[config.mk]
export PLATFORM = sky130hd
export DESIGN_NAME = rotor_cipher_three_wheel_top
export DESIGN_NICKNAME = d
export VERILOG_FILES = /design/src/rc3w_pkg.sv /design/src/rc3w_front.sv /design/src/rc3w_queue.sv /design/src/rc3w_back.sv /design/src/rotor_cipher_three_wheel_top.sv
export SDC_FILE = /design/constraint.sdc
export NUM_CORES = 1
export LEC_CHECK = 0
export ABC_AREA = 1
export BUFFER_PORTS_ARGS = -buffer_cell sky130_fd_sc_hd__buf_2
export CELL_PAD_IN_SITES_DETAIL_PLACEMENT = 0
export CELL_PAD_IN_SITES_GLOBAL_PLACEMENT = 2
export CORE_UTILIZATION = 29
export DETAILED_ROUTE_END_ITERATION = 8
export PLACE_DENSITY = 0.72
export SETUP_SLACK_MARGIN = 0.2
export SYNTH_ARGS = -nofsm -noshare
export SYNTH_HDL_FRONTEND = slang
export SYNTH_HIERARCHICAL = 1
export SYNTH_SLANG_ARGS = --single-unit
[constraint.sdc]
create_clock -name clk -period 13.5 [get_ports clk]
set_input_delay 1.35 -clock clk [delete_from_list [all_inputs] [get_ports clk]]
set_output_delay 1.35 -clock clk [all_outputs]
set_load 0.005 [all_outputs]
[src/rc3w_pkg.sv]
// ---------------------------------------------------------------------------
// Rotor cipher package
// Types, wiring tables and mod-26 helpers shared by the rotor cipher block.
// ---------------------------------------------------------------------------
package rc3w_pkg;

    localparam int LETTER_W    = 5;
    localparam int CFG_IDX_W   = 2;
    localparam int QUEUE_DEPTH = 2;

    localparam logic [LETTER_W-1:0] NUM_LETTERS  = 5'd26;
    localparam logic [LETTER_W-1:0] LEFT_RESET   = 5'd7;
    localparam logic [LETTER_W-1:0] MIDDLE_RESET = 5'd3;
    localparam logic [LETTER_W-1:0] RIGHT_RESET  = 5'd22;

    typedef logic [LETTER_W-1:0] letter_t;

    typedef enum logic [CFG_IDX_W-1:0] {
        CFG_LEFT   = 2'd0,
        CFG_MIDDLE = 2'd1,
        CFG_RIGHT  = 2'd2
    } cfg_index_t;

    typedef struct packed {
        letter_t left_pos;
        letter_t middle_pos;
    } rotor_cfg_t;

    typedef struct packed {
        letter_t letter;
        letter_t right_pos;
    } qitem_t;

    typedef struct packed {
        logic   valid;
        qitem_t item;
    } qpush_t;

    localparam letter_t WHEEL_LEFT [26] = '{
        5'd4,  5'd10, 5'd12, 5'd5,  5'd11, 5'd6,  5'd3,  5'd16, 5'd21, 5'd25,
        5'd13, 5'd19, 5'd14, 5'd22, 5'd24, 5'd7,  5'd23, 5'd20, 5'd18, 5'd15,
        5'd0,  5'd8,  5'd1,  5'd17, 5'd2,  5'd9
    };

    localparam letter_t WHEEL_MIDDLE [26] = '{
        5'd0,  5'd9,  5'd3,  5'd10, 5'd18, 5'd8,  5'd17, 5'd20, 5'd23, 5'd1,
        5'd11, 5'd7,  5'd22, 5'd19, 5'd12, 5'd2,  5'd16, 5'd6,  5'd25, 5'd13,
        5'd15, 5'd24, 5'd5,  5'd21, 5'd14, 5'd4
    };

    localparam letter_t WHEEL_RIGHT [26] = '{
        5'd1,  5'd3,  5'd5,  5'd7,  5'd9,  5'd11, 5'd2,  5'd15, 5'd17, 5'd19,
        5'd23, 5'd21, 5'd25, 5'd13, 5'd24, 5'd4,  5'd8,  5'd22, 5'd6,  5'd0,
        5'd10, 5'd12, 5'd20, 5'd18, 5'd16, 5'd14
    };

    localparam letter_t REFLECTOR_B [26] = '{
        5'd24, 5'd17, 5'd20, 5'd7,  5'd16, 5'd18, 5'd11, 5'd3,  5'd15, 5'd23,
        5'd13, 5'd6,  5'd14, 5'd10, 5'd12, 5'd8,  5'd4,  5'd1,  5'd5,  5'd25,
        5'd2,  5'd22, 5'd21, 5'd9,  5'd0,  5'd19
    };

    localparam letter_t INV_LEFT [26] = '{
        5'd20, 5'd22, 5'd24, 5'd6,  5'd0,  5'd3,  5'd5,  5'd15, 5'd21, 5'd25,
        5'd1,  5'd4,  5'd2,  5'd10, 5'd12, 5'd19, 5'd7,  5'd23, 5'd18, 5'd11,
        5'd17, 5'd8,  5'd13, 5'd16, 5'd14, 5'd9
    };

    localparam letter_t INV_MIDDLE [26] = '{
        5'd0,  5'd9,  5'd15, 5'd2,  5'd25, 5'd22, 5'd17, 5'd11, 5'd5,  5'd1,
        5'd3,  5'd10, 5'd14, 5'd19, 5'd24, 5'd20, 5'd16, 5'd6,  5'd4,  5'd13,
        5'd7,  5'd23, 5'd12, 5'd8,  5'd21, 5'd18
    };

    localparam letter_t INV_RIGHT [26] = '{
        5'd19, 5'd0,  5'd6,  5'd1,  5'd15, 5'd2,  5'd18, 5'd3,  5'd16, 5'd4,
        5'd20, 5'd5,  5'd21, 5'd13, 5'd25, 5'd7,  5'd24, 5'd8,  5'd23, 5'd9,
        5'd22, 5'd11, 5'd17, 5'd10, 5'd14, 5'd12
    };

    // Reduces any 5-bit value to 0..25.
    function automatic letter_t mod26(letter_t v);
        return (v >= NUM_LETTERS) ? letter_t'(v - NUM_LETTERS) : v;
    endfunction

    // Both operands must already lie in 0..25.
    function automatic letter_t add26(letter_t a, letter_t b);
        logic [LETTER_W:0] s;
        s = {1'b0, a} + {1'b0, b};
        return (s >= {1'b0, NUM_LETTERS}) ? letter_t'(s - {1'b0, NUM_LETTERS})
                                           : s[LETTER_W-1:0];
    endfunction

    // Both operands must already lie in 0..25.
    function automatic letter_t sub26(letter_t a, letter_t b);
        logic [LETTER_W:0] s;
        s = {1'b0, a} + {1'b0, NUM_LETTERS} - {1'b0, b};
        return (a >= b) ? letter_t'(a - b) : s[LETTER_W-1:0];
    endfunction

endpackage

[src/rc3w_front.sv]
// ---------------------------------------------------------------------------
// Rotor cipher front end
// Holds the configuration registers and the right rotor position, accepts
// items and queues each letter together with its stepped position.
// ---------------------------------------------------------------------------
module rc3w_front
(
    input  logic                                clk,
    input  logic                                rst_n,
    input  logic                                cfg_valid,
    input  logic [rc3w_pkg::CFG_IDX_W-1:0]      cfg_index,
    input  rc3w_pkg::letter_t                   cfg_data,
    input  logic                                in_valid,
    input  rc3w_pkg::letter_t                   letter_in,
    input  logic                                restart,
    input  logic                                queue_full,
    output logic                                in_stall,
    output rc3w_pkg::qpush_t                    push,
    output rc3w_pkg::rotor_cfg_t                rotor_cfg
);

    rc3w_pkg::letter_t left_start_reg;
    rc3w_pkg::letter_t middle_start_reg;
    rc3w_pkg::letter_t right_start_reg;
    rc3w_pkg::letter_t right_pos_reg;
    rc3w_pkg::letter_t right_pos_next;
    rc3w_pkg::letter_t right_base;
    logic              accept;

    assign in_stall = queue_full;
    assign accept   = in_valid && !queue_full;

    always_comb
    begin
        right_base     = restart ? rc3w_pkg::mod26(right_start_reg) : right_pos_reg;
        right_pos_next = rc3w_pkg::add26(right_base, 5'd1);
    end

    always_ff @(posedge clk or negedge rst_n)
    begin
        if (!rst_n)
        begin
            left_start_reg   <= rc3w_pkg::LEFT_RESET;
            middle_start_reg <= rc3w_pkg::MIDDLE_RESET;
            right_start_reg  <= rc3w_pkg::RIGHT_RESET;
            right_pos_reg    <= rc3w_pkg::RIGHT_RESET;
        end
        else
        begin
            if (cfg_valid)
            begin
                case (cfg_index)
                    rc3w_pkg::CFG_LEFT:   left_start_reg   <= cfg_data;
                    rc3w_pkg::CFG_MIDDLE: middle_start_reg <= cfg_data;
                    rc3w_pkg::CFG_RIGHT:  right_start_reg  <= cfg_data;
                    default:              ;
                endcase
            end
            if (accept)
            begin
                right_pos_reg <= right_pos_next;
            end
        end
    end

    assign push.valid          = accept;
    assign push.item.letter    = rc3w_pkg::mod26(letter_in);
    assign push.item.right_pos = right_pos_next;

    assign rotor_cfg.left_pos   = rc3w_pkg::mod26(left_start_reg);
    assign rotor_cfg.middle_pos = rc3w_pkg::mod26(middle_start_reg);

endmodule

[src/rc3w_queue.sv]
// ---------------------------------------------------------------------------
// Rotor cipher item queue
// Small register FIFO that decouples the front end from the cipher path.
// ---------------------------------------------------------------------------
module rc3w_queue
#(
    parameter int WIDTH = $bits(rc3w_pkg::qitem_t),
    parameter int DEPTH = rc3w_pkg::QUEUE_DEPTH
)
(
    input  logic             clk,
    input  logic             rst_n,
    input  logic             push_valid,
    input  logic [WIDTH-1:0] push_data,
    output logic             full,
    input  logic             pop,
    output logic             pop_valid,
    output logic [WIDTH-1:0] pop_data
);

    localparam int PTR_W = (DEPTH > 1) ? $clog2(DEPTH) : 1;
    localparam int CNT_W = $clog2(DEPTH + 1);

    logic [WIDTH-1:0] entry_reg [DEPTH];
    logic [PTR_W-1:0] wr_ptr_reg;
    logic [PTR_W-1:0] rd_ptr_reg;
    logic [CNT_W-1:0] count_reg;
    logic             do_push;
    logic             do_pop;

    assign full      = (count_reg == CNT_W'(DEPTH));
    assign pop_valid = (count_reg != '0);
    assign pop_data  = entry_reg[rd_ptr_reg];
    assign do_push   = push_valid && !full;
    assign do_pop    = pop && pop_valid;

    always_ff @(posedge clk)
    begin
        if (do_push)
        begin
            entry_reg[wr_ptr_reg] <= push_data;
        end
    end

    always_ff @(posedge clk or negedge rst_n)
    begin
        if (!rst_n)
        begin
            wr_ptr_reg <= '0;
            rd_ptr_reg <= '0;
            count_reg  <= '0;
        end
        else
        begin
            if (do_push)
            begin
                wr_ptr_reg <= (wr_ptr_reg == PTR_W'(DEPTH - 1)) ? '0
                                                                : PTR_W'(wr_ptr_reg + 1'b1);
            end
            if (do_pop)
            begin
                rd_ptr_reg <= (rd_ptr_reg == PTR_W'(DEPTH - 1)) ? '0
                                                                : PTR_W'(rd_ptr_reg + 1'b1);
            end
            if (do_push && !do_pop)
            begin
                count_reg <= CNT_W'(count_reg + 1'b1);
            end
            else if (do_pop && !do_push)
            begin
                count_reg <= CNT_W'(count_reg - 1'b1);
            end
        end
    end

endmodule

[src/rc3w_back.sv]
// ---------------------------------------------------------------------------
// Rotor cipher back end
// Two-stage cipher path: forward rotors and reflector, then inverse rotors
// into the output register.
// ---------------------------------------------------------------------------
module rc3w_back
(
    input  logic                   clk,
    input  logic                   rst_n,
    input  rc3w_pkg::rotor_cfg_t   rotor_cfg,
    input  logic                   q_valid,
    input  rc3w_pkg::qitem_t       q_item,
    output logic                   q_pop,
    output logic                   out_valid,
    input  logic                   out_stall,
    output rc3w_pkg::letter_t      letter_out
);

    logic              s1_valid_reg;
    rc3w_pkg::letter_t s1_refl_reg;
    rc3w_pkg::letter_t s1_right_reg;
    logic              out_valid_reg;
    rc3w_pkg::letter_t out_letter_reg;
    logic              out_adv;
    logic              s1_adv;
    rc3w_pkg::letter_t fa;
    rc3w_pkg::letter_t fb;
    rc3w_pkg::letter_t fc;
    rc3w_pkg::letter_t fr;
    rc3w_pkg::letter_t bd;
    rc3w_pkg::letter_t be;
    rc3w_pkg::letter_t bf;

    assign out_adv = !out_valid_reg || !out_stall;
    assign s1_adv  = !s1_valid_reg || out_adv;
    assign q_pop   = q_valid && s1_adv;

    always_comb
    begin
        fa = rc3w_pkg::WHEEL_RIGHT[rc3w_pkg::add26(q_item.right_pos, q_item.letter)];
        fb = rc3w_pkg::WHEEL_MIDDLE[rc3w_pkg::sub26(
                 rc3w_pkg::add26(rotor_cfg.middle_pos, fa), q_item.right_pos)];
        fc = rc3w_pkg::WHEEL_LEFT[rc3w_pkg::sub26(
                 rc3w_pkg::add26(rotor_cfg.left_pos, fb), rotor_cfg.middle_pos)];
        fr = rc3w_pkg::REFLECTOR_B[rc3w_pkg::sub26(fc, rotor_cfg.left_pos)];
    end

    always_comb
    begin
        bd = rc3w_pkg::sub26(
                 rc3w_pkg::INV_LEFT[rc3w_pkg::add26(s1_refl_reg, rotor_cfg.left_pos)],
                 rotor_cfg.left_pos);
        be = rc3w_pkg::sub26(
                 rc3w_pkg::INV_MIDDLE[rc3w_pkg::add26(bd, rotor_cfg.middle_pos)],
                 rotor_cfg.middle_pos);
        bf = rc3w_pkg::sub26(
                 rc3w_pkg::INV_RIGHT[rc3w_pkg::add26(be, s1_right_reg)],
                 s1_right_reg);
    end

    always_ff @(posedge clk)
    begin
        if (s1_adv)
        begin
            s1_refl_reg  <= fr;
            s1_right_reg <= q_item.right_pos;
        end
        if (out_adv)
        begin
            out_letter_reg <= bf;
        end
    end

    always_ff @(posedge clk or negedge rst_n)
    begin
        if (!rst_n)
        begin
            s1_valid_reg  <= 1'b0;
            out_valid_reg <= 1'b0;
        end
        else
        begin
            if (s1_adv)
            begin
                s1_valid_reg <= q_valid;
            end
            if (out_adv)
            begin
                out_valid_reg <= s1_valid_reg;
            end
        end
    end

    assign out_valid  = out_valid_reg;
    assign letter_out = out_letter_reg;

endmodule

[src/rotor_cipher_three_wheel_top.sv]
// ---------------------------------------------------------------------------
// Three-wheel rotor cipher
// Enciphers one letter per item through three fixed rotors and a reflector.
// ---------------------------------------------------------------------------
//  Channel  Handshake                Payload
//  cfg      cfg_valid / cfg_ready    cfg_index (2b), cfg_data (5b)
//  in       in_valid / in_stall      letter_in (5b), restart (1b)
//  out      out_valid / out_stall    letter_out (5b)
//
//  One item per cycle sustained while out_stall is low; an accepted item
//  passes through the queue and the first cipher stage before it reaches
//  the output register that drives out_valid.
//  Reset loads the start registers and the right position with H, D and W.
//  in_stall rises only when the item queue is full; out_stall holds the
//  output register and backs up the cipher stages and then the queue.
// ---------------------------------------------------------------------------
module rotor_cipher_three_wheel_top
#(
    parameter int QUEUE_DEPTH = rc3w_pkg::QUEUE_DEPTH
)
(
    input  logic                            clk,
    input  logic                            rst_n,
    input  logic                            cfg_valid,
    output logic                            cfg_ready,
    input  logic [rc3w_pkg::CFG_IDX_W-1:0]  cfg_index,
    input  logic [rc3w_pkg::LETTER_W-1:0]   cfg_data,
    input  logic                            in_valid,
    output logic                            in_stall,
    input  logic [rc3w_pkg::LETTER_W-1:0]   letter_in,
    input  logic                            restart,
    output logic                            out_valid,
    input  logic                            out_stall,
    output logic [rc3w_pkg::LETTER_W-1:0]   letter_out
);

    rc3w_pkg::qpush_t     push;
    rc3w_pkg::rotor_cfg_t rotor_cfg;
    rc3w_pkg::qitem_t     q_item;
    logic                 queue_full;
    logic                 q_valid;
    logic                 q_pop;

    assign cfg_ready = 1'b1;

    rc3w_front u_front
    (
        .clk        (clk),
        .rst_n      (rst_n),
        .cfg_valid  (cfg_valid),
        .cfg_index  (cfg_index),
        .cfg_data   (cfg_data),
        .in_valid   (in_valid),
        .letter_in  (letter_in),
        .restart    (restart),
        .queue_full (queue_full),
        .in_stall   (in_stall),
        .push       (push),
        .rotor_cfg  (rotor_cfg)
    );

    rc3w_queue
    #(
        .WIDTH ($bits(rc3w_pkg::qitem_t)),
        .DEPTH (QUEUE_DEPTH)
    )
    u_queue
    (
        .clk        (clk),
        .rst_n      (rst_n),
        .push_valid (push.valid),
        .push_data  (push.item),
        .full       (queue_full),
        .pop        (q_pop),
        .pop_valid  (q_valid),
        .pop_data   (q_item)
    );

    rc3w_back u_back
    (
        .clk        (clk),
        .rst_n      (rst_n),
        .rotor_cfg  (rotor_cfg),
        .q_valid    (q_valid),
        .q_item     (q_item),
        .q_pop      (q_pop),
        .out_valid  (out_valid),
        .out_stall  (out_stall),
        .letter_out (letter_out)
    );

endmodule

Word-level counts from Yosys, hierarchy flattened
Memory sizes are Yosys's and may differ from the RTL's. A register that Yosys moved wholly into a read port is not among the register bits.
Index checks and enable logic that the tools add are counted.
- $add $sub $neg: 40
- order comparisons: 23
- equality and inequality tests: 3
- mux-type cells: 36
- bitwise logic cells: 7
- reductions and logical operators: 20
- operators by type and width (kind ; count):
    $mux W5 ; 30
    $sub A5 B5 Y5 ; 12
    $sub A5 B5 Y5 const B ; 11
    $ge A6 B5 Y1 const B ; 7
    $not A5 Y6 ; 7
    $add A5 B5 Y6 ; 6
    $ge A6 B6 Y1 const B ; 6
    $add A5 B5 Y5 const B ; 6
    $ge A5 B5 Y1 ; 6
    $ge A5 B5 Y1 const B ; 4
    $add A5 B1 Y6 const B ; 1
    $logic_and A1 B1 Y1 ; 6
    $logic_not A1 Y1 ; 6
    $reduce_and A2 Y1 ; 3
    $eq A2 B2 Y1 const B ; 2
    $mux W1 ; 4
    $mux W2 ; 2
    $reduce_bool A2 Y1 ; 2
    $add A1 B1 Y1 const B ; 2
    $add A2 B1 Y2 const B ; 1
    $eq A2 B1 Y1 const B ; 1
    $logic_not A2 Y1 ; 1
    $logic_or A1 B1 Y1 ; 2
    $sub A2 B1 Y2 const B ; 1
- register bits after elaboration: 36
- RAM bits: 20
- memory bits (read-only): 1120
- bits of input ports: 18
- memories kept: 8
- memories (name ; words ; width ; read ports ; clocked after Yosys merged registers in ; wr ports ; RTL line ; text):
    (name not given) ; 32 ; 5 ; 1 ; 0 ; 0 ; rc3w_back.sv:41 ; fb = rc3w_pkg::WHEEL_MIDDLE[rc3w_pkg::sub26(
    (name not given) ; 32 ; 5 ; 1 ; 0 ; 0 ; rc3w_back.sv:43 ; fc = rc3w_pkg::WHEEL_LEFT[rc3w_pkg::sub26(
    (name not given) ; 32 ; 5 ; 1 ; 1 ; 0 ; rc3w_back.sv:45 ; fr = rc3w_pkg::REFLECTOR_B[rc3w_pkg::sub26(fc, rotor_cfg.left_pos)];
    (name not given) ; 32 ; 5 ; 1 ; 0 ; 0 ; rc3w_back.sv:51 ; rc3w_pkg::INV_LEFT[rc3w_pkg::add26(s1_refl_reg, rotor_cfg.left_pos)],
    (name not given) ; 32 ; 5 ; 1 ; 0 ; 0 ; rc3w_back.sv:54 ; rc3w_pkg::INV_MIDDLE[rc3w_pkg::add26(bd, rotor_cfg.middle_pos)],
    (name not given) ; 32 ; 5 ; 1 ; 0 ; 0 ; rc3w_back.sv:57 ; rc3w_pkg::INV_RIGHT[rc3w_pkg::add26(be, s1_right_reg)],
    +2 memories ; - ; - ; - ; - ; - ; - ;

Logic depth before layout (Yosys ltp)
Gate-level depths: netlist of run 1.
- depth after elaboration: 32
- gate-level depth with buffers: 86
- mapped depth without buffers: 86

Cells and area by module
Netlist of run 1, hierarchy kept.
- by module, submodules not included (module ; times used ; cells an instance ; area an instance (µm²)):
    rc3w_back ; 1 ; 1077 ; 7033.0
    rc3w_front ; 1 ; 202 ; 1483.9
    rc3w_queue ; 1 ; 84 ; 972.2
    rotor_cipher_three_wheel_top ; 1 ; 2 ; 11.3

Worst setup path before layout of run 1
Ideal clock, no wire load.
- path type: reg2reg
- start: register u_front.left_start_reg[1]
- end: register u_back.out_letter_reg[3], in the netlist u_back/letter_out[3], data pin
- library setup time: 0.261 ns
- data arrival time: 10.819 ns
- required time: 13.239 ns
- path slack: 2.420 ns
- cell stages (with the launch flop): 72
- path buffers: 0
- clock period less this slack: 11.080 ns
- path through: dfstp_2 -> inv_1 -> ha_1 -> o22ai_1 -> nand2_1 -> xor2_1 -> inv_1 -> fa_1 -> nand3b_1 -> nand3_1 -> nand2_1 -> nand3_2 -> nand2_4 -> nand2_1 -> nand2_1 -> ha_1 -> inv_1 -> nand2_1 -> (+36 left out) -> xor2_2 -> nand3_2 -> nand2_2 -> nand2_1 -> nand2_1 -> inv_1 -> ha_1 -> nor2_1 -> nand3_1 -> o21ai_0 -> nor2_1 -> ha_1 -> inv_1 -> ha_1 -> inv_1 -> fa_1 -> xor2_1 -> o21ai_0
- RTL lines (item ; RTL line ; text):
    from (decl) ; rc3w_front.sv:22 ; rc3w_pkg::letter_t left_start_reg;
    from (signal assigned) ; rc3w_front.sv:43 ; left_start_reg <= rc3w_pkg::LEFT_RESET;
    from (signal assigned) ; rc3w_front.sv:53 ; rc3w_pkg::CFG_LEFT: left_start_reg <= cfg_data;
    to (signal assigned) ; rc3w_back.sv:70 ; out_letter_reg <= bf;
    to (decl) ; rc3w_back.sv:23 ; rc3w_pkg::letter_t out_letter_reg;

==> results of run 1 <==
[area by class of cell]
class,instances,area [um^2]
clock buffer,10,229
clock inverter,6,38.8
fill,3519,21300
inverter,232,871
multi-input combinational,1060,6970
sequential,61,1720
tap,435,544
timing repair buffer,41,248
[what timing repair did]
item	in CTS	in global routing
pin swaps	0	2
setup endpoints to repair	4	5
gates resized for setup	1	34
buffers inserted	0	9
[cell usage after synthesis (15+ instances only)]
| cell type | count | share of area (%) |
|---|---|---|
| fa_1 | 24 | 5.1 |
| xor2_1 | 32 | 3.0 |
| nand3_1 | 146 | 7.7 |
| o21ai_0 | 58 | 3.1 |
| nand4_1 | 18 | 1.2 |
| a21oi_1 | 53 | 2.8 |
| nand2_1 | 383 | 15 |
| nand2_2 | 30 | 2.0 |
| dfrtp_1 | 15 | 4.0 |
| inv_1 | 225 | 8.9 |
| edfxtp_1 | 35 | 11 |
| nor2_1 | 51 | 2.0 |
| xnor2_1 | 26 | 2.4 |
| ha_1 | 145 | 19 |
[worst max-delay path: cells and delay by family, from the launching register on]
family | cells | cell delay, ps
AOI/OAI and AO/OA | 10 | 1760
buffers and inverters | 13 | 1360
xor gates and xnor gates | 5 | 970
and+or+nand+nor | 29 | 3380
DFF | 1 | 430
adders and majority gates | 12 | 4060
[per-layer routing]
layer / vias to the layer above / global-route usage (%) / share of wire, %
li1: 4482 / - / -
met1: 3784 / 19.6 / 52
met2: 105 / 23.1 / 45
met3: 23 / 1.25 / 2.1
met4: 0 / 3.13 / 1.3
met5: - / 0 / 0
[per-stage QoR]
step	util [%]	cell area [um^2]	cells	setup TNS [ps]	setup slack (ps)
final	33.3	10600	1845	0	1300
after global routing	33.3	10600	1845	0	211
after CTS	32.6	10400	1836	0	235
after detailed placement	31.8	10100	1820	0	167
after global placement	31.8	10100	1820	-39.3	-20.4
after floorplan	-	9500	1365	0	2420
[cell families (layout without fill, tap and decap cells)]
group | count (synthesis) | after routing | synth area share (%)
other cells | 1 | 1 | 0.0395
compound gates | 156 | 156 | 9.47
mux | 2 | 2 | 0.211
xor+xnor | 62 | 62 | 6.03
flops | 61 | 61 | 18.1
buf+inv | 244 | 289 | 10.0
simple gates | 670 | 670 | 32.0
fa+ha+maj | 169 | 169 | 24.2
[final timing paths]
path / from / end / slack [ps] / cells past startpoint
min in group asynchronous: rst_n / u_front/right_start_reg[3] / 1050 / 1
hold / removal: u_back/s1_valid_reg / u_back/out_valid / 460 / 2
setup reg to reg: u_queue/rd_ptr_reg / u_back/s1_refl_reg[4] / 1300 / 69
setup / recovery: u_queue/rd_ptr_reg / u_back/s1_refl_reg[4] / 1300 / 69
max in group asynchronous: rst_n / u_queue/rd_ptr_reg / 11990 / 1
hold reg to reg: u_back/s1_valid_reg / u_back/out_valid / 460 / 2
[cell usage in the layout (no fill, tap or decap), types with 3 or more instances in the layout]
cell type  count
inv_2          9
nand2_2       37
nor3_1         5
buf_2         24
nand2_1      376
o21ai_1        8
xnor2_1       23
a31oi_1        4
nand4_1       18
nand2_4        8
fa_1          24
xor2_2         6
a21oi_1       50
o22ai_1        4
edfxtp_1      35
nor2_1        49
a21boi_2       3
nor2_2         7
dfstp_2       11
a21oi_2        5
xnor2_2        4
nand3_2        3
nor2_4         3
a21boi_0       3
nand3b_1       9
nand3_4        6
inv_1        223
clkbuf_16      9
dfrtp_1       14
o21ai_0       56
o21ai_2        7
nand3_1      146
buf_4         17
xor2_1        29
ha_1         143
or2_2          3
o211ai_1       7
==> results.cfg, run 1 <==
[routing]
ant_nets = 0
wl_per_cell_um = 12.2
vias_per_cell = 4.55
drc = 0
drt-total-wl_um = 22600
dr.pass1.iters = 4
num_vias = 8394
drt_iter0_drc = 427

[floorplan]
start_util_pct = 29.8
io_pins = 26
rows = 65
dieArea_um2 = 33500
die_w_um = 183
core-area_um2 = 31900
fp.dieH_um = 183

[flow_run]
drv_cap = 0

[clocking]
tritoncts = built
hold_buffers = 0
cts.sinks = 61
cts-htree-levels = 3
clk_transition_reported_paths_ps = 50
cts_buffer_depth = 2
clkLatencyLatePin_ps = 330
root_buffer = clkbuf_16
numCtsBuffers = 9

[logic_synthesis]
ys_seq_area_share_pct = 18.1
yosysWarningCount = 6
synth_top_flop_cell = edfxtp_1
ys_types = 45
synth-edff-count = 35
syn_area_per_cell_um2 = 6.96
async_flop_share_pct = 42.6
syn_area_um2 = 9500
synth_seq_cells = 61
syn_inst = 1365
synth_nets = 1552

[timing]
slew_headroom_pct = 37.5
rsz0062_at_grt = false
worstMarginPinSlew_ps = 934
setup_viol = 0
whs_ps = 463
fmax_mhz = 81.9
timing.final.crit_share_pct = 90.4
hold_viol_final = 0
clock_skew_ps = 3.59
final-max-slew-violation-count = 0
period_minus_slack_ps = 12200

[placement]
port_buffers = 24
finalWeightedCongestion = 0.809
dp_hpwl_um = 18700

[layout]
diodes = 0
drive_above_1_share_pct = 12.4
largest_reg_flops = 20
syn2layout_area_growth_pct = 11.8
layout.nets = 1592

[global_routing]
grt_overflow = 0
grt_max_degree = 27
track_usage_pct = 14.0
grt_antenna_before_repair = 0
grt_pass1_wl_um = 38600
grt_pass1_vias = 7991

[critical_path]
slowest_stage = fa_1
slowest_delay_ps = 500
cpMostUsedCell = nand2_1
critPathKind = register to register
required_ps = 13570
cp-start-kind = register
crit_path_max_fanout = 11
critPathCaptureType = register
cp_data_arrival_time_ps = 12270

[min_path]
hold_path_class = register to register

[outcome]
outcome = complete, no violations
Power of run 1 is left out: the tool's default activity adds up to more than one toggle a clock period on the data nets, which glitch-free logic cannot reach.
==> run 2, diff against run 1 <==
--- a/config.mk
+++ b/config.mk
@@ -5,13 +5,12 @@
 export SDC_FILE = /design/constraint.sdc
 export NUM_CORES = 1
 export LEC_CHECK = 0
-export ABC_AREA = 1
 export BUFFER_PORTS_ARGS = -buffer_cell sky130_fd_sc_hd__buf_2
 export CELL_PAD_IN_SITES_DETAIL_PLACEMENT = 0
 export CELL_PAD_IN_SITES_GLOBAL_PLACEMENT = 2
 export CORE_UTILIZATION = 29
 export DETAILED_ROUTE_END_ITERATION = 8
-export PLACE_DENSITY = 0.72
+export PLACE_DENSITY = 0.68
 export SETUP_SLACK_MARGIN = 0.2
 export SYNTH_ARGS = -nofsm -noshare
 export SYNTH_HDL_FRONTEND = slang
==> results.cfg, run 2 <==
[outcome]
outcome = complete, no violations

[logic_synthesis]
yosysWarningCount = 6
synth_top_cell_by_area = ha_1
synth-edff-count = 35
synth_commonest_cells = ha_1 (145), inv_1 (126), nand2_1 (63), o21ai_0 (62), a21oi_1 (58)
syn_inst = 1054
ys_top_cells_by_area = ha_1 (19%), edfxtp_1 (11%), fa_1 (5.2%)
ys_seq_area_share_pct = 18.4
synth_top_area_share_pct = 19.5
ys_types = 89
synth_top_flop_cell = edfxtp_1
syn_area_um2 = 9320
async_flop_share_pct = 42.6
synth_nets = 1241
synth_seq_cells = 61
syn_area_per_cell_um2 = 8.84
yosysMostFrequentCell = ha_1

[routing]
wl_per_cell_um = 14.4
dr.pass1.iters = 5
vias_per_cell = 4.94
ant_nets = 0
drc = 0
drt_iter0_drc = 358
num_vias = 7810
drt-total-wl_um = 22700

[floorplan]
rows = 65
fp.dieH_um = 181
core-area_um2 = 31600
start_util_pct = 29.5
dieArea_um2 = 32900
die_w_um = 181
io_pins = 26

[clocking]
cts_buffer_depth = 2
clk_transition_reported_paths_ps = 60
root_buffer = clkbuf_16
numCtsBuffers = 9
cts.sinks = 61
cts-htree-levels = 3
tritoncts = built
clkLatencyLatePin_ps = 340

[timing]
hold_viol_final = 0
setup_viol = 0
final-max-slew-violation-count = 0
rsz0062_at_grt = true
fmax_mhz = 78.0
clock_skew_ps = 9.87
worstMarginPinSlew_ps = 920
slew_headroom_pct = 38.6
period_minus_slack_ps = 12820
timing.final.crit_share_pct = 95.0

[flow_run]
drv_cap = 0

[global_routing]
grt_pass1_vias = 7278
grt_overflow = 0
grt_pass1_wl_um = 36000
track_usage_pct = 13.2
grt_antenna_before_repair = 0
grt_max_degree = 27

[min_path]
hold_depth = 1
hold_path_class = register to register

[critical_path]
critPathCaptureType = register
crit_path_max_fanout = 6
required_ps = 13560
critPathKind = register to register
r2r_cells = 59
slowest_delay_ps = 560
cp-start-kind = register
cp_data_arrival_time_ps = 12890
slowest_stage = or4_4

[layout]
final_util_pct = 37.0
largest_reg_flops = 20
drive_above_1_share_pct = 30.5
diodes = 0
layout.nets = 1361
syn2layout_area_growth_pct = 25.1
final_common_cell = ha_1
final_cell_mix = ha_1 (126), inv_1 (120), buf_4 (104), nand2_1 (61), nor2_1 (51)

[placement]
port_buffers = 24
dp_hpwl_um = 17500
finalWeightedCongestion = 0.811
run 2: cell types whose count changed in the layout (fill, tap and decap cells not counted), moves of 28 or more:
cell	before	now
nand2_1	376	61
nand3_1	146	13
inv_1	223	120
buf_4	17	104
nand2_2	37	3
mux2_2	0	30
mux2i_1	2	30
run 2: worst paths after layout:
path / from / slack (ps) / to
max in group asynchronous: rst_n / 12000 / u_queue/rd_ptr_reg
hold / removal: u_back/s1_valid_reg / 460 / u_back/out_valid
hold reg to reg: u_back/s1_valid_reg / 460 / u_back/out_valid
setup / recovery: u_queue/rd_ptr_reg / 680 / u_back/s1_refl_reg[1]
min in group asynchronous: rst_n / 1040 / u_front/left_start_reg[3]
setup reg to reg: u_queue/rd_ptr_reg / 680 / u_back/s1_refl_reg[1]
run 2: metal layers:
| layer | GRT usage (%) | share of wire [%] | up-vias |
|---|---|---|---|
| met5 | 0 | 0 | - |
| met3 | 1.13 | 1.7 | 21 |
| met2 | 22.5 | 48 | 93 |
| met1 | 18.2 | 49 | 3689 |
| met4 | 2.75 | 1.2 | 0 |
| li1 | - | - | 4007 |
run 2: layout make-up:
type / count / area [um^2]
fill: 3233 / 19900
multi-input combinational: 839 / 7700
sequential: 61 / 1720
timing repair buffer: 134 / 977
tap: 402 / 503
inverter: 128 / 483
clock buffer: 9 / 225
clock inverter: 7 / 56.3
timing repair inverter: 1 / 7.51
run 2: per-stage QoR:
stage / worst slack [ps] / cells / hold slack, ps / cell area (um^2) / setup TNS, ps
after floorplan: 285 / 1054 / 435 / 9330 / 0
after global placement: -204 / 1514 / 450 / 10300 / -288
after detailed placement: -154 / 1514 / 456 / 10300 / -175
after CTS: 162 / 1530 / 465 / 10600 / 0
after global routing: 74.4 / 1581 / 524 / 11700 / 0
final: 678 / 1581 / 465 / 11700 / 0
run 2: repair_timing:
item	4_1_cts	5_1_grt
hold buffers	0	0
setup buffers	0	48
pin swaps	0	67
resized for setup	8	155
endpoints found under the hold margin	0	0
gates cloned	0	3
endpoints found under the setup margin	9	9
run 2: worst max-delay path: cells and delay by family (launching register included):
family / cells / cell delay (ps)
compound gates: 20 / 3660
xor+xnor: 7 / 990
fa+ha+maj: 12 / 3500
buf+inv: 8 / 880
flops: 1 / 450
mux: 5 / 1420
simple gates: 7 / 1610
run 2: kinds of logic (layout without fill, tap and decap cells):
family	count (synthesis)	count (layout)	share of synthesized area (%)
fa+ha+maj	169	169	24.6
mux	76	77	9.22
simple gates	225	225	12.1
flops	61	61	18.4
xor+xnor	69	69	6.77
compound gates	298	298	22.1
other cells	1	1	0.0402
buf+inv	155	279	6.71
Power of run 2 is left out for the same reason.
==> run 3, diff against run 2 <==
--- a/config.mk
+++ b/config.mk
@@ -8,6 +8,7 @@
 export BUFFER_PORTS_ARGS = -buffer_cell sky130_fd_sc_hd__buf_2
 export CELL_PAD_IN_SITES_DETAIL_PLACEMENT = 0
 export CELL_PAD_IN_SITES_GLOBAL_PLACEMENT = 2
+export CORE_ASPECT_RATIO = 0.5
 export CORE_UTILIZATION = 29
 export DETAILED_ROUTE_END_ITERATION = 8
 export PLACE_DENSITY = 0.68
==> results.cfg, run 3 (synthesized netlist as in run 2, its figures left out) <==
[min_path]
hold_path_class = register to register

[critical_path]
startpoint = u_queue/rd_ptr_reg
rr_endpoint = u_back/s1_refl_reg[1]
slowest_stage = or4_4
r2r_cells = 59
timing.rr.start = u_queue/rd_ptr_reg
cp_data_arrival_time_ps = 12840
required_ps = 13600
crit_path_max_fanout = 7
slowest_delay_ps = 570
cpMostUsedCell = ha_1
reg2reg_slack_ps = 750
crit_end = u_back/s1_refl_reg[1]
cp-start-kind = register
critPathCaptureType = register
critPathKind = register to register

[timing]
worstMarginPinSlew_ps = 941
hold_viol_final = 0
rsz0062_at_grt = false
clock_skew_ps = 11.5
period_minus_slack_ps = 12750
final-max-slew-violation-count = 0
slew_headroom_pct = 36.7
fmax_mhz = 78.5
timing.final.crit_share_pct = 94.4
setup_viol = 0

[layout]
diodes = 0
syn2layout_area_growth_pct = 24.3
final_cell_mix = ha_1 (129), inv_1 (116), buf_4 (104), nand2_1 (61), nor2_1 (49)
layout.nets = 1359
final_util_pct = 37.4
drive_above_1_share_pct = 29.3
largest_reg_flops = 20
final_common_cell = ha_1

[placement]
dp_hpwl_um = 18800
port_buffers = 24
finalWeightedCongestion = 0.811

[global_routing]
grt_pass1_wl_um = 38900
grt_overflow = 0
grt_antenna_before_repair = 0
grt_max_degree = 27
track_usage_pct = 14.5
grt_pass1_vias = 7598

[routing]
dr.pass1.iters = 5
drt_iter0_drc = 441
drc = 0
drt-total-wl_um = 24100
wl_per_cell_um = 15.1
vias_per_cell = 4.93
ant_nets = 0
num_vias = 7890

[clocking]
cts-htree-levels = 3
clkLatencyLatePin_ps = 360
clk_transition_reported_paths_ps = 70
root_buffer = clkbuf_16
tritoncts = built
cts_buffer_depth = 2
cts.sinks = 61
hold_buffers = 0
numCtsBuffers = 9

[floorplan]
rows = 45
fp.dieH_um = 129
dieArea_um2 = 32900
start_util_pct = 30.1
io_pins = 26
core-area_um2 = 31000
die_w_um = 256

[flow_run]
drv_cap = 0

[outcome]
outcome = complete, no violations
## run 3: per-stage QoR
stage	TNS (ps)	hold slack (ps)	setup WS, ps	cell area (um^2)	instances
4_1_cts	0	480	208	10600	1545
5_1_grt	0	498	82.5	11600	1600
6_report	0	473	754	11600	1600
3_5_place_dp	-1760	465	-427	10200	1528
3_3_place_gp	-1540	451	-365	10200	1528
2_1_floorplan	0	435	285	9330	1054
## run 3: timing repair
action / in CTS / in global routing
cloned: 0 / 2
endpoints found under the hold margin: 0 / 0
setup buffers: 1 / 53
gates resized for setup: 22 / 130
endpoints found under the setup margin: 5 / 10
pin swaps: 1 / 54
## run 3: worst min-delay path by stage
stage                     slack (ps)                      from                  endpoint  depth (start not counted)
after CTS                        480  u_front/right_pos_reg[0]  u_front/right_pos_reg[0]                          2
after floorplan                  440       u_back/s1_valid_reg          u_back/out_valid                          1
after global placement           450       u_back/s1_valid_reg          u_back/out_valid                          1
after global routing             500       u_back/s1_valid_reg          u_back/out_valid                          1
after detailed placement         460       u_back/s1_valid_reg          u_back/out_valid                          1
final                            470       u_back/s1_valid_reg          u_back/out_valid                          1
## run 3: layer usage
| layer | share of wire, % | vias up | track usage [%] | wire (um) |
|---|---|---|---|---|
| li1 | - | 4004 | - | - |
| met1 | 49 | 3790 | 19.5 | 11900 |
| met2 | 47 | 69 | 24.6 | 11300 |
| met3 | 1.9 | 27 | 1.97 | 451 |
| met4 | 2.0 | 0 | 4.09 | 480 |
| met5 | 0 | - | 0 | 0 |
## run 3: final cells by class
type	count	area, um^2
Fill cell	3156	19400
Multi-Input combinational cell	839	7600
Sequential cell	61	1720
Timing Repair Buffer	133	957
Tap cell	423	529
Inverter	128	487
Clock buffer	9	225
Clock inverter	7	80.1
## run 3: worst max-delay path, delay by kind of cell, from the launching register on
| kind | cells | cell delay, ps |
|---|---|---|
| AND/OR/NAND/NOR | 5 | 1310 |
| AO/OA/AOI/OAI | 19 | 3490 |
| flip-flops | 1 | 470 |
| XOR/XNOR | 9 | 1330 |
| adder cells (fa/ha/maj) | 12 | 3670 |
| buffers and inverters | 10 | 940 |
| multiplexers | 4 | 1240 |
Power of run 3 is left out for the same reason.
